`src/wsrd_pkg.sv`:
```
// Shared constants, register codes and handshake structs of the silence range detector.
package wsrd_pkg;

    localparam int SAMPLE_BITS_DEF   = 16;
    localparam int WINDOW_BITS_DEF   = 16;
    localparam int POSITION_BITS_DEF = 48;

    localparam int OUT_POS_BITS  = 48;
    localparam int CFG_IDX_BITS  = 3;
    localparam int CFG_DATA_BITS = 48;
    localparam int RUN_LEN_BITS  = 24;
    localparam int THR_BITS      = 16;
    localparam int CHAN_BITS     = 2;

    localparam int OUT_FIFO_DEPTH    = 8;
    localparam int OUT_FIFO_CNT_BITS = $clog2(OUT_FIFO_DEPTH + 1);

    localparam int WIN_LEN_RESET   = 480;
    localparam int MIN_LEN_RESET   = 24000;
    localparam int MERGE_GAP_RESET = 4800;
    localparam int RMS_THR_RESET   = 328;
    localparam int PEAK_THR_RESET  = 1638;
    localparam int CHAN_RESET      = 1;
    localparam int START_POS_RESET = 0;

    typedef enum logic [CFG_IDX_BITS-1:0] {
        CFG_WINDOW_LENGTH  = 3'd0,
        CFG_MIN_SILENCE    = 3'd1,
        CFG_MERGE_GAP      = 3'd2,
        CFG_RMS_THRESHOLD  = 3'd3,
        CFG_PEAK_THRESHOLD = 3'd4,
        CFG_CHANNEL_COUNT  = 3'd5,
        CFG_START_POSITION = 3'd6
    } t_cfg_idx;

    typedef struct packed {
        logic valid;
        logic finish;
    } t_frame_ctl;

    typedef struct packed {
        logic valid;
        logic close;
        logic finish;
    } t_event;

    typedef struct packed {
        logic [OUT_POS_BITS-1:0] range_end;
        logic [OUT_POS_BITS-1:0] range_start;
        logic                    range_valid;
        logic                    last;
    } t_result;

endpackage

```
`src/wsrd_window.sv`:
```
// Window accumulator: energy, peak, frame count and timeline position.
module wsrd_window
    import wsrd_pkg::*;
#(
    parameter int SAMPLE_BITS   = SAMPLE_BITS_DEF,
    parameter int WINDOW_BITS   = WINDOW_BITS_DEF,
    parameter int POSITION_BITS = POSITION_BITS_DEF,
    localparam int ENERGY_BITS  = 2 * SAMPLE_BITS + WINDOW_BITS + 1
) (
    input  logic                     i_clk,
    input  logic                     i_rst_n,
    input  t_frame_ctl               i_frame,
    input  logic [2*SAMPLE_BITS:0]   i_energy,
    input  logic [SAMPLE_BITS-1:0]   i_mag,
    input  logic [WINDOW_BITS-1:0]   i_win_len,
    input  logic                     i_pos_load,
    input  logic [POSITION_BITS-1:0] i_pos_value,
    output t_event                   o_event,
    output logic [ENERGY_BITS-1:0]   o_energy,
    output logic [SAMPLE_BITS-1:0]   o_peak,
    output logic [WINDOW_BITS-1:0]   o_count,
    output logic [POSITION_BITS-1:0] o_begin,
    output logic [POSITION_BITS-1:0] o_end
);

    logic                     r_done;
    logic [WINDOW_BITS-1:0]   r_count;
    logic [ENERGY_BITS-1:0]   r_energy;
    logic [SAMPLE_BITS-1:0]   r_peak;
    logic [POSITION_BITS-1:0] r_begin;
    logic [POSITION_BITS-1:0] r_pos;

    logic                     n_done;
    logic [WINDOW_BITS-1:0]   n_count;
    logic [ENERGY_BITS-1:0]   n_energy;
    logic [SAMPLE_BITS-1:0]   n_peak;
    logic [POSITION_BITS-1:0] n_begin;
    logic [POSITION_BITS-1:0] n_pos;

    t_event                   r_ev;
    logic [ENERGY_BITS-1:0]   r_rec_energy;
    logic [SAMPLE_BITS-1:0]   r_rec_peak;
    logic [WINDOW_BITS-1:0]   r_rec_count;
    logic [POSITION_BITS-1:0] r_rec_begin;
    logic [POSITION_BITS-1:0] r_rec_end;

    t_event                   n_ev;
    logic [ENERGY_BITS-1:0]   n_rec_energy;
    logic [SAMPLE_BITS-1:0]   n_rec_peak;
    logic [WINDOW_BITS-1:0]   n_rec_count;
    logic [POSITION_BITS-1:0] n_rec_begin;
    logic [POSITION_BITS-1:0] n_rec_end;

    logic [WINDOW_BITS-1:0]   len_eff;
    logic [WINDOW_BITS-1:0]   cnt_inc;
    logic [ENERGY_BITS-1:0]   energy_acc;
    logic [SAMPLE_BITS-1:0]   peak_acc;
    logic [POSITION_BITS-1:0] pos_inc;

    always_comb begin
        len_eff    = (i_win_len == '0) ? WINDOW_BITS'(1) : i_win_len;
        cnt_inc    = r_count + 1'b1;
        energy_acc = r_energy + ENERGY_BITS'(i_energy);
        peak_acc   = (i_mag > r_peak) ? i_mag : r_peak;
        pos_inc    = r_pos + 1'b1;

        n_done       = r_done;
        n_count      = r_count;
        n_energy     = r_energy;
        n_peak       = r_peak;
        n_begin      = r_begin;
        n_pos        = r_pos;
        n_ev         = '0;
        n_rec_energy = energy_acc;
        n_rec_peak   = peak_acc;
        n_rec_count  = cnt_inc;
        n_rec_begin  = r_begin;
        n_rec_end    = pos_inc;

        if (i_frame.valid && !r_done) begin
            if (!i_frame.finish) begin
                n_pos = pos_inc;
                if (cnt_inc >= len_eff) begin
                    n_ev.valid = 1'b1;
                    n_ev.close = 1'b1;
                    n_count    = '0;
                    n_energy   = '0;
                    n_peak     = '0;
                    n_begin    = pos_inc;
                end else begin
                    n_count  = cnt_inc;
                    n_energy = energy_acc;
                    n_peak   = peak_acc;
                end
            end else begin
                // close the partial window, if any, then flush downstream
                n_done       = 1'b1;
                n_ev.valid   = 1'b1;
                n_ev.close   = (r_count != '0);
                n_ev.finish  = 1'b1;
                n_rec_energy = r_energy;
                n_rec_peak   = r_peak;
                n_rec_count  = r_count;
                n_rec_end    = r_pos;
                n_count      = '0;
                n_energy     = '0;
                n_peak       = '0;
            end
        end

        if (i_pos_load) begin
            n_pos   = i_pos_value;
            n_begin = i_pos_value;
        end
    end

    always_ff @(posedge i_clk) begin
        if (!i_rst_n) begin
            r_done   <= 1'b0;
            r_count  <= '0;
            r_energy <= '0;
            r_peak   <= '0;
            r_begin  <= POSITION_BITS'(START_POS_RESET);
            r_pos    <= POSITION_BITS'(START_POS_RESET);
            r_ev     <= '0;
        end else begin
            r_done   <= n_done;
            r_count  <= n_count;
            r_energy <= n_energy;
            r_peak   <= n_peak;
            r_begin  <= n_begin;
            r_pos    <= n_pos;
            r_ev     <= n_ev;
        end
    end

    always_ff @(posedge i_clk) begin
        r_rec_energy <= n_rec_energy;
        r_rec_peak   <= n_rec_peak;
        r_rec_count  <= n_rec_count;
        r_rec_begin  <= n_rec_begin;
        r_rec_end    <= n_rec_end;
    end

    assign o_event  = r_ev;
    assign o_energy = r_rec_energy;
    assign o_peak   = r_rec_peak;
    assign o_count  = r_rec_count;
    assign o_begin  = r_rec_begin;
    assign o_end    = r_rec_end;

    a_done_sticky: assert property (@(posedge i_clk) disable iff (!i_rst_n)
        r_done |=> r_done)
        else $error("stream done flag dropped without reset");

    a_close_nonempty: assert property (@(posedge i_clk) disable iff (!i_rst_n)
        (o_event.valid && o_event.close) |-> (o_count != '0))
        else $error("window closed with no frames");

endmodule

```
`config.mk`:
```
export PLATFORM = sky130hd
export DESIGN_NAME = wsrd_window
export DESIGN_NICKNAME = d
export VERILOG_FILES = /design/src/wsrd_pkg.sv /design/src/wsrd_window.sv
export SDC_FILE = /design/constraint.sdc
export NUM_CORES = 1
export LEC_CHECK = 0
export BUFFER_PORTS_ARGS = -buffer_cell sky130_fd_sc_hd__buf_2
export CAP_MARGIN = 20
export CELL_PAD_IN_SITES_DETAIL_PLACEMENT = 0
export CELL_PAD_IN_SITES_GLOBAL_PLACEMENT = 2
export CORE_ASPECT_RATIO = 2
export CORE_MARGIN = 4
export CORE_UTILIZATION = 34
export CTS_CLUSTER_SIZE = 16
export DETAILED_ROUTE_END_ITERATION = 8
export PLACE_DENSITY_LB_ADDON = 0.25
export SETUP_SLACK_MARGIN = 0.02
export SYNTH_ARGS = -nofsm -noshare
export SYNTH_HDL_FRONTEND = slang
export SYNTH_SLANG_ARGS = --single-unit
```
`constraint.sdc`:
```
create_clock -name i_clk -period 4.5 [get_ports i_clk]
set_input_delay 0.9 -clock i_clk [delete_from_list [all_inputs] [get_ports i_clk]]
set_output_delay 0.9 -clock i_clk [all_outputs]
set_load 0.05 [all_outputs]
```
# Yosys cells after proc, flatten, opt, wreduce, memory -nomap -nowiden

Cells that the tools add are included.

Register bits after elaboration: 358
Input port bits: 118
Output and inout bits: 180
Logic and storage cells: 54

Add/sub/neg operators: 3
$lt $le $gt $ge: 2
Equality and inequality tests: 1
Muxes and demuxes: 25
Reductions and logical operators: 9

Operator list:

| cell                                                                     | count |
|---|---|
| 48-bit 2-to-1 mux                                                        | 8 |
| 49-bit 2-to-1 mux                                                        | 4 |
| 16-bit 2-to-1 mux                                                        | 10 |
| 49-bit by 33-bit adder with 49-bit output                                | 1 |
| 48-bit by 1-bit adder with 48-bit output (second input constant)         | 1 |
| 16-bit by 1-bit adder with 16-bit output (second input constant)         | 1 |
| 16-bit >= comparator                                                     | 1 |
| 16-bit greater-than comparator                                           | 1 |
| 16-bit zero test                                                         | 1 |
| 16-bit nonzero test                                                      | 1 |
| 2-bit 2-to-1 mux                                                         | 2 |
| 2-bit AND reduction                                                      | 2 |
| 2-bit nonzero test                                                       | 2 |
| 3-bit AND reduction                                                      | 1 |
| 2-bit by 1-bit inequality test with 1-bit output (second input constant) | 1 |
| 1-bit logical AND                                                        | 1 |
| 1-bit zero test                                                          | 1 |
| 1-bit 2-to-1 mux                                                         | 1 |

# Depth between registers and ports, before layout

Gate-level depths: netlist (run 1).

Depth after elaboration: 7
Gate-level depth with buffers: 19

# Worst setup path before layout (run 1)

Ideal clock, no wire load.

Kind: reg2reg
From: register r_count[2]
To: register r_peak[10]
Library setup time: 0.060 ns
Arrival: 3.719 ns
Required time: 4.440 ns
Slack: 0.721 ns
Cell stages (with the launch flop): 19
Period minus slack after synthesis: 3.779 ns
Cell sequence: dfxtp_1 > buf_2 > and3_1 > nand3_1 > nor2b_1 > and3_1 > clkbuf_1 > nand3_1 > xnor2_1 > ha_1 > a21oi_1 > o21a_1 > o211ai_1 > a311oi_2 > and2_1 > and2_0 > clkbuf_1 > clkbuf_1 > a22o_1

Longest elaborated chain between the ends: 4

RTL lines:

| element                                  | line               | text |
|---|---|---|
| start: declaration                       | wsrd_window.sv:27  | `logic [WINDOW_BITS-1:0] r_count;` |
| start signal: assignment                 | wsrd_window.sv:128 | `r_count <= n_count;` |
| 16-bit by 1-bit adder with 16-bit output | wsrd_window.sv:62  | `cnt_inc = r_count + 1'b1;` |
| 16-bit >= comparator                     | wsrd_window.sv:83  | `if (cnt_inc >= len_eff) begin` |
| 16-bit 2-to-1 mux                        | wsrd_window.sv:83  |  |
| 16-bit 2-to-1 mux                        | wsrd_window.sv:81  | `if (!i_frame.finish) begin` |
| end signal: assignment                   | wsrd_window.sv:130 | `r_peak <= n_peak;` |
| end: declaration                         | wsrd_window.sv:29  | `logic [SAMPLE_BITS-1:0] r_peak;` |

Every way passes these cells.
A chain may end at the register's enable or synchronous reset.

# Final worst setup path (run 1)

From: register r_count[1]
To: register r_energy[46]

Longest elaborated chain between the ends: 4

RTL lines:

| element                                  | line               | text |
|---|---|---|
| 16-bit by 1-bit adder with 16-bit output | wsrd_window.sv:62  |  |
| 16-bit >= comparator                     | wsrd_window.sv:83  |  |
| 49-bit 2-to-1 mux                        | wsrd_window.sv:83  |  |
| 49-bit 2-to-1 mux                        | wsrd_window.sv:81  |  |
| end signal: assignment                   | wsrd_window.sv:129 | `r_energy <= n_energy;` |
| end: declaration                         | wsrd_window.sv:28  | `logic [ENERGY_BITS-1:0] r_energy;` |

Every way passes these cells.

==> metrics, run 1 <==
status=complete, no violations; post-synth top area share=42.9%; clock sink total=358; Area after DPL=18,700 sq um; most numerous cell in the Yosys netlist=dfxtp_1; design area=19,900 sq um; Seq cells post-synth=358; Total GRT Usage=20.6%; largest net degree at the start of global routing=59; worst vdd ir=0.346 mV; worst r2r path cells=16; Cell Rows=114; vias in the first global route=14,400; reg-to-reg critical path startpoint=r_count[1]; nature of the critical path startpoint=flop; peak fanout along the critical path=14; DP HPWL=41,500 microns; Gate Count Post-Synth=1,886; Chip Height=321 microns; Syn Std Cell Area=16,700 sq um; MaxCap Viol Count=0; layout cells sized above 1=20.2%; Crit. End Element=flop; top cells by area, synth=dfxtp_1 (43%), xnor2_1 (6.4%), ha_1 (5.1%), nand2_1 (5.0%), xor2_1 (4.7%); Synth Flop Type=dfxtp_1; Area Growth Syn to Fin=19.5%; synthesized area per cell=8.85 sq um; starting density of the core=34.4%; first-pass GRT wire length=84,300 microns; worst setup path startpoint=r_count[1]; root buf cell=clkbuf_16; Synth Area in Simple Gates=19.0%; Synth Net Count=2,073; Req. time, crit path=4.99 ns; antenna-violating nets left=0; slew margin rel.=28.4%; Clock Skews=0.0139 ns; fin nets=2,308; IO buf count=297; Fmax achieved=245 MHz; Seq/Total Area, Yosys=42.9%; Adder-Cell Fraction of Synth Area=5.22%; Iteration-0 DRC Markers=707; Post-synth EDFFs=0; Skew-Pair Late Insertion Delay=0.55 ns; Min-Delay Path Class=flop to flop; final WL=55,600 microns; Ys Warns=0; xor/xnor share of the synthesized area=11.1%; CTS clk-pin slew, worst paths=0.06 ns; reg-to-reg critical path endpoint=r_energy[46]; chip width=165 microns; RSZ-0062 raised after global routing=no; LEAKAGE=8.64 nW; PwrDens=410 nW/um^2; TritonCTS clock tree=yes; Synth area leader=dfxtp_1; Worst-Margin Slew=1.07 ns; TritonCTS buffer count=36; WL/cell=20.0 microns; worst setup margin=0.419 ns; RePlAce Congestion=0.903; number of distinct library cells after synthesis=83; Cells after DPL=2,721; CTS H-Tree Depth=2; worst slack, placed=0.169 ns; main combinational cell family by area after synthesis=simple AND/OR/NAND/NOR gates; Top Ports=298; critical path endpoint=r_energy[46]; Commonest cells post-synth=dfxtp_1 (358), nand2_1 (224), nor2_1 (147); die area=52,900 sq um; Post-synth ARST share=0%; Final period util=90.7%; FF+latch area=7170 sq um; Crit Path Class=flop to flop; 1st-pass router iterations=5; # DRC=0; core area=48,500 sq um; Max Slew Vio Count=0; Compound-Gate Fraction of Synth Area=15.4%; CP arrival=4.57 ns; GRT overflow=0; mux contribution to synthesized area=1.60%; Max clock buf depth=3; final-report hold violation count=0; setup_tns=0 ns; Final Non-Filler Cells=2,787; initial antenna violation count=6; Worst Min Path Start=n_rec_begin[40]; Vias=14,100; Total Power=8.18 mW; footprint of the multi-input gates=8750 sq um; # fillers=5,003; final setup vio count=0; final worst path period need=4.08 ns; via density per instance=5.05; FF-to-FF setup slack=0.42 ns
## layer usage
layer  up-vias  part of all wire (%)  track usage, %  wire, microns
li1       6966                     -               -              -
met1      6650                    36            21.1          20000
met2       360                    55            40.5          30800
met3        94                   5.2            3.82           2880
met4         6                   3.4            7.23           1900
met5         -                 0.085               0             47
## where the power goes
group	switching, mW	internal (mW)
clock	1.36	1.93
combinational	0.992	0.407
sequential	0.115	3.37
## critical path: stages, from the launching register on
cell and delay, ns:
dfxtp_1 0.38, ha_1 0.29, and3_1 0.22, and2_1 0.23, and3_1 0.27, nand2_1 0.11
nor2_1 0.18, xor2_1 0.19, ha_1 0.27, nand4_1 0.12, a211o_1 0.12, o211ai_1 0.12
a311oi_2 0.31, nand2_1 0.35, buf_4 0.34, or4_1 0.41, nand3_1 0.10
## logic make-up (layout without fill, tap and decap cells)
logic type	after synthesis	after routing
adder cells (fa/ha/maj)	69	69
flip-flops	358	358
buffers and inverters	187	448
multiplexers	24	24
AO/OA/AOI/OAI	386	386
AND/OR/NAND/NOR	650	650
XOR/XNOR	212	212
other	0	2
## cell usage in the layout (no fill, tap or decap), types with 30 or more instances in the layout
master and n:
nor2b_1 30, clkbuf_16 38, xnor2_1 122, inv_1 60, dfxtp_1 358, nand3_1 58
ha_1 68, a221o_1 41, buf_2 297, o21ai_0 114, nand2_1 223, nor3_1 36
and2_1 36, a21oi_1 89, nor2_1 146, xor2_1 90
## cell type report
type                            count  share of cell area [%]
Sequential cell                   358                    35.9
Clock inverter                     17                    1.26
Clock buffer                       47                    5.19
Inverter                           60                    1.13
Timing Repair Buffer              324                    8.59
Tap cell                          638                    4.00
Antenna cell                        2                  0.0251
Multi-Input combinational cell   1341                    43.9
## worst min-delay path by stage
stage | slack [ns] | endpoint | cells after the start
finish | 0.35 | o_begin[40] | 0
global route | 0.36 | o_begin[40] | 0
CTS | 0.35 | o_begin[23] | 0
detailed placement | 0.34 | o_begin[35] | 0
global placement | 0.34 | o_begin[19] | 0
floorplan | 0.33 | o_begin[0] | 0
## repair_timing
action                     CTS  global route
setup buffers                0             0
setup endpoints to repair    0            44
resized for setup            0             1
hold buffers                 0             0
## sequential cells by signal (all words and copies together), names as in the netlist, 16 cells and up
register and flops:
o_peak 16, r_pos 48, o_count 16, o_end 48, o_begin 48, r_count 16, r_energy 49, n_rec_begin 48
r_peak 16, o_energy 49
## per-stage QoR
step | hold WS, ns | utilization [%]
after global routing | 0.359 | 41.1
after floorplan | 0.331 | -
after global placement | 0.342 | 38.5
final | 0.350 | 41.1
after detailed placement | 0.344 | 38.5
after CTS | 0.349 | 41.1
No activity file was read; power rests on OpenSTA's default activity.
==> inputs of run 2 (changes only) <==
--- a/config.mk
+++ b/config.mk
@@ -9,7 +9,7 @@
 export CAP_MARGIN = 20
 export CELL_PAD_IN_SITES_DETAIL_PLACEMENT = 0
 export CELL_PAD_IN_SITES_GLOBAL_PLACEMENT = 2
-export CORE_ASPECT_RATIO = 2
+export CORE_ASPECT_RATIO = 0.6
 export CORE_MARGIN = 4
 export CORE_UTILIZATION = 34
 export CTS_CLUSTER_SIZE = 16
==> metrics, run 2 (same netlist as run 1, synthesis figures left out) <==
status=complete, no violations; Vias=14,200; Final Non-Filler Cells=2,792; Fmax achieved=241 MHz; # DRC=0; Max Slew Vio Count=0; Top Ports=298; Max stage delay on crit path=0.41 ns; final-report hold violation count=0; DP HPWL=38,800 microns; Skew-Pair Late Insertion Delay=0.54 ns; Min-Delay Path Class=flop to flop; chip width=294 microns; RePlAce Congestion=0.877; Req. time, crit path=4.92 ns; Total Power=7.91 mW; sw power=2.42 mW; Crit Path Class=flop to flop; Final period util=92.3%; layout cells sized above 1=19.8%; TritonCTS clock tree=yes; Crit. End Element=flop; vias in the first global route=13,800; Cell Rows=62; hold_ws=0.350 ns; CP arrival=4.57 ns; largest net degree at the start of global routing=61; ANT cells=0; combinational share of power=17.7%; clock sink total=358; postcts setup bufs=0; first-pass GRT wire length=83,200 microns; MaxCap Viol Count=0; Critical Path Slowest Stage Cell=dfxtp_1; LEAKAGE=8.61 nW; setup_tns=0 ns; Chip Height=180 microns; die area=52,800 sq um; crit path cell chain=ha_1 -> and3_1 -> and2_1 -> and3_1 -> nand2_1 -> nor2_1 -> xor2_1 -> ha_1 -> nand4_1 -> a211o_1 -> o211ai_1 -> a31o_2 -> a21oi_1 -> buf_4 -> and2_1 -> buf_12 -> a221o_1; TritonCTS buffer count=38; via density per instance=5.08; worst vdd ir=0.239 mV; CTS clk-pin slew, worst paths=0.06 ns; worst setup margin=0.344 ns; fin nets=2,314; most frequent cells in the layout=dfxtp_1 (358), buf_2 (297), nand2_1 (222); antenna-violating nets left=0; nature of the critical path startpoint=flop; Clock Skews=0.0126 ns; starting density of the core=34.7%; initial antenna violation count=1; Worst-Margin Slew=0.813 ns; worst slack, placed=0.315 ns; Crit path max-delay family=simple AND/OR/NAND/NOR gates; CTS H-Tree Depth=2; internal power=5.49 mW; slew margin rel.=45.8%; root buf cell=clkbuf_16; WL/cell=19.2 microns; IO buf count=297; PwrDens=398 nW/um^2; final setup vio count=0; core area=48,200 sq um; final WL=53,700 microns; clock share of power=38.1%; peak fanout along the critical path=44; Max clock buf depth=3; Area Growth Syn to Fin=19.0%; Iteration-0 DRC Markers=861; Sw Ratio=30.6%; WP buf/inv=2; Cells after DPL=2,727; GRT overflow=0; RSZ-0062 raised after global routing=no; commonest non-fill, non-tap cell in the layout=dfxtp_1; 1st-pass router iterations=5; Total GRT Usage=19.7%; Flop pwr share=44.2%; final worst path period need=4.16 ns
-- run 2: metal layers --
metal | share of wire (%) | track usage, % | up-vias
met5 | 0 | 0 | -
met4 | 1.4 | 3.52 | 0
met3 | 5.7 | 3.26 | 51
met2 | 41 | 28.6 | 359
met1 | 52 | 30.8 | 6784
li1 | - | - | 6984
-- run 2: layout make-up --
type | count | area (sq um)
Multi-Input combinational cell | 1341 | 8750
Clock buffer | 55 | 1070
Clock inverter | 10 | 78.8
Inverter | 60 | 225
Tap cell | 640 | 801
Sequential cell | 358 | 7170
Fill cell | 4875 | 28300
Timing Repair Buffer | 328 | 1790
-- run 2: worst paths after layout --
| kind | slack [ns] | depth (start not counted) | startpoint | end |
|---|---|---|---|---|
| setup / recovery | 0.34 | 17 | r_count[0] | n_rec_begin[14] |
| hold reg to reg | 0.35 | 0 | n_rec_begin[44] | o_begin[44] |
| hold / removal | 0.35 | 0 | n_rec_begin[44] | o_begin[44] |
| setup reg to reg | 0.34 | 17 | r_count[0] | n_rec_begin[14] |
-- run 2: power groups by stage --
| stage | Clock (mW) | Combinational, mW | Sequential, mW |
|---|---|---|---|
| 2_1_floorplan | 0 | 0.568 | 3.97 |
| 3_3_place_gp | 0 | 1.40 | 3.57 |
| 3_5_place_dp | 0 | 1.40 | 3.57 |
| 4_1_cts | 3.12 | 1.41 | 3.50 |
| 5_1_grt | 3.25 | 1.50 | 3.52 |
| 6_report | 3.01 | 1.40 | 3.50 |
-- run 2: per-stage QoR --
step	util (%)	instance area (sq um)
after detailed placement	38.9	18700
final	41.3	19900
after CTS	41.2	19900
after floorplan	-	16700
after global routing	41.3	19900
after global placement	38.8	18700
-- run 2: timing repair --
item,CTS,global route
resized for setup,0,2
endpoints found under the setup margin,0,3
hold buffers,0,0
-- run 2: worst register-to-register path: cells and delay by family, from the launching register on --
family,cells,cell delay [ns]
compound gates,5,1.14
xor+xnor,1,0.10
fa+ha+maj,2,0.61
buf+inv,2,0.38
flops,1,0.41
simple gates,7,1.38
==> inputs of run 3 (changes only) <==
--- a/config.mk
+++ b/config.mk
@@ -15,6 +15,7 @@
 export CTS_CLUSTER_SIZE = 16
 export DETAILED_ROUTE_END_ITERATION = 8
 export PLACE_DENSITY_LB_ADDON = 0.25
+export RECOVER_POWER = 25
 export SETUP_SLACK_MARGIN = 0.02
 export SYNTH_ARGS = -nofsm -noshare
 export SYNTH_HDL_FRONTEND = slang
==> metrics, run 3 (same netlist as run 1, synthesis figures left out) <==
CTS H-Tree Depth=2; footprint of the multi-input gates=8750 sq um; Cell Rows=62; initial antenna violation count=1; layout cells sized above 1=16.4%; slew margin rel.=-87.2%; worst setup path startpoint=r_count[0]; final setup vio count=0; TritonCTS clock tree=yes; CP arrival=4.56 ns; most frequent cells in the layout=dfxtp_1 (358), buf_2 (226), nand2_1 (222); RSZ-0062 raised after global routing=no; Iteration-0 DRC Markers=1,024; critical path endpoint=n_rec_begin[37]; Critical Path Slowest Stage Cell=dfxtp_1; TritonCTS buffer count=38; MaxCap Viol Count=2; Max Slew Vio Count=106; Crit path max-delay family=simple AND/OR/NAND/NOR gates; vias in the first global route=13,800; DP HPWL=38,800 microns; GRT overflow=0; Fmax achieved=241 MHz; Area Growth Syn to Fin=18.5%; chip width=294 microns; setup_tns=0 ns; Clock Skews=0.0130 ns; Vias=14,200; first-pass GRT wire length=83,200 microns; PwrDens=399 nW/um^2; Crit. End Element=flop; worst slack, placed=0.315 ns; commonest non-fill, non-tap cell in the layout=dfxtp_1; worst vdd ir=0.240 mV; Skew-Pair Late Insertion Delay=0.53 ns; 1st-pass router iterations=5; antenna-violating nets left=0; met1 Use GR=30.8%; clock sink total=358; final-report hold violation count=0; hold_buf cts=0; root buf cell=clkbuf_16; RePlAce Congestion=0.877; die area=52,800 sq um; Worst-Margin Slew=2.81 ns; Chip Height=180 microns; design area=19,800 sq um; # fillers=4,891; fin nets=2,314; GR Util met3=3.26%; status=finished with violations; worst r2r path cells=17; reg-to-reg critical path startpoint=r_count[0]; Crit Path Class=flop to flop; final worst path period need=4.15 ns; ANT cells=0; FF-to-FF setup slack=0.35 ns; worst setup margin=0.354 ns; via density per instance=5.09; gr busiest metal=met1; core area=48,200 sq um; Final period util=92.1%; largest net degree at the start of global routing=61; Total GRT Usage=19.7%; crit path cell chain=ha_1 -> and3_1 -> and2_1 -> and3_1 -> nand2_1 -> nor2_1 -> xor2_1 -> ha_1 -> nand4_1 -> a211o_1 -> o211ai_1 -> a31o_2 -> a21oi_1 -> buf_4 -> and2_1 -> buf_12 -> a221o_1; WL/cell=19.3 microns; Top Ports=298; Worst Min Path Start=n_rec_begin[44]; IO buf count=297; Min-Delay Path Class=flop to flop; nature of the critical path startpoint=flop; Max stage delay on crit path=0.42 ns; LEAKAGE=8.34 nW; peak fanout along the critical path=44; # DRC=0; FF+latch area=7170 sq um; CTS clk-pin slew, worst paths=0.06 ns; failing checks=capacitance limit, slew limit; Area after DPL=18,700 sq um; Req. time, crit path=4.91 ns; postcts setup bufs=0; met2 Usage GRT=28.6%; final WL=53,800 microns; reg-to-reg critical path endpoint=n_rec_begin[37]; WP buf/inv=2; starting density of the core=34.7%; Worst path depth=17; Max clock buf depth=3
run 3: cell count changes in the layout (fill, tap and decap cells not counted):
cell      previous run  this run
and2_0               1         3
and2_1              38        36
buf_2              297       226
buf_4               26        24
clkbuf_1            13        86
run 3: cell type report:
cell class              count  area share, %
clock inverters            10          0.399
inverters                  60           1.14
clock buffers              55           5.39
repair buffers            328           8.56
well taps                 640           4.05
flip-flops and latches    358           36.2
multi-input cells        1341           44.2
run 3: stage by stage:
step,power (mW),util (%),hold WS [ns],std cells
CTS,8.03,41.2,0.351,2792
global placement,4.96,38.8,0.343,2726
detailed placement,4.97,38.9,0.338,2727
finish,7.90,41.1,0.350,2792
floorplan,4.54,-,0.331,1886
global route,8.27,41.1,0.353,2792
run 3: power by group:
part	switching, mW	leakage (nW)	internal (mW)	total, mW
clock	1.31	0.567	1.70	3.01
sequential	0.125	2.95	3.38	3.50
combinational	0.985	4.83	0.401	1.39
total	2.42	8.34	5.48	7.90
run 3: layer usage:
metal,part of all wire [%],wire [microns]
met5,0,0
met4,1.4,760
met3,5.5,2960
met2,41,21900
met1,52,28100
run 3: what timing repair did:
action | in CTS | in global routing
resized for setup | 0 | 2
hold endpoints to repair | 0 | 0
endpoints found under the setup margin | 0 | 3
run 3: how the worst min path moves through the flow:
stage / to / slack, ns / cells after the start
2_1_floorplan: o_begin[0] / 0.33 / 0
3_3_place_gp: o_begin[14] / 0.34 / 0
3_5_place_dp: o_begin[43] / 0.34 / 0
4_1_cts: o_begin[44] / 0.35 / 0
5_1_grt: o_begin[44] / 0.35 / 0
6_report: o_begin[44] / 0.35 / 0
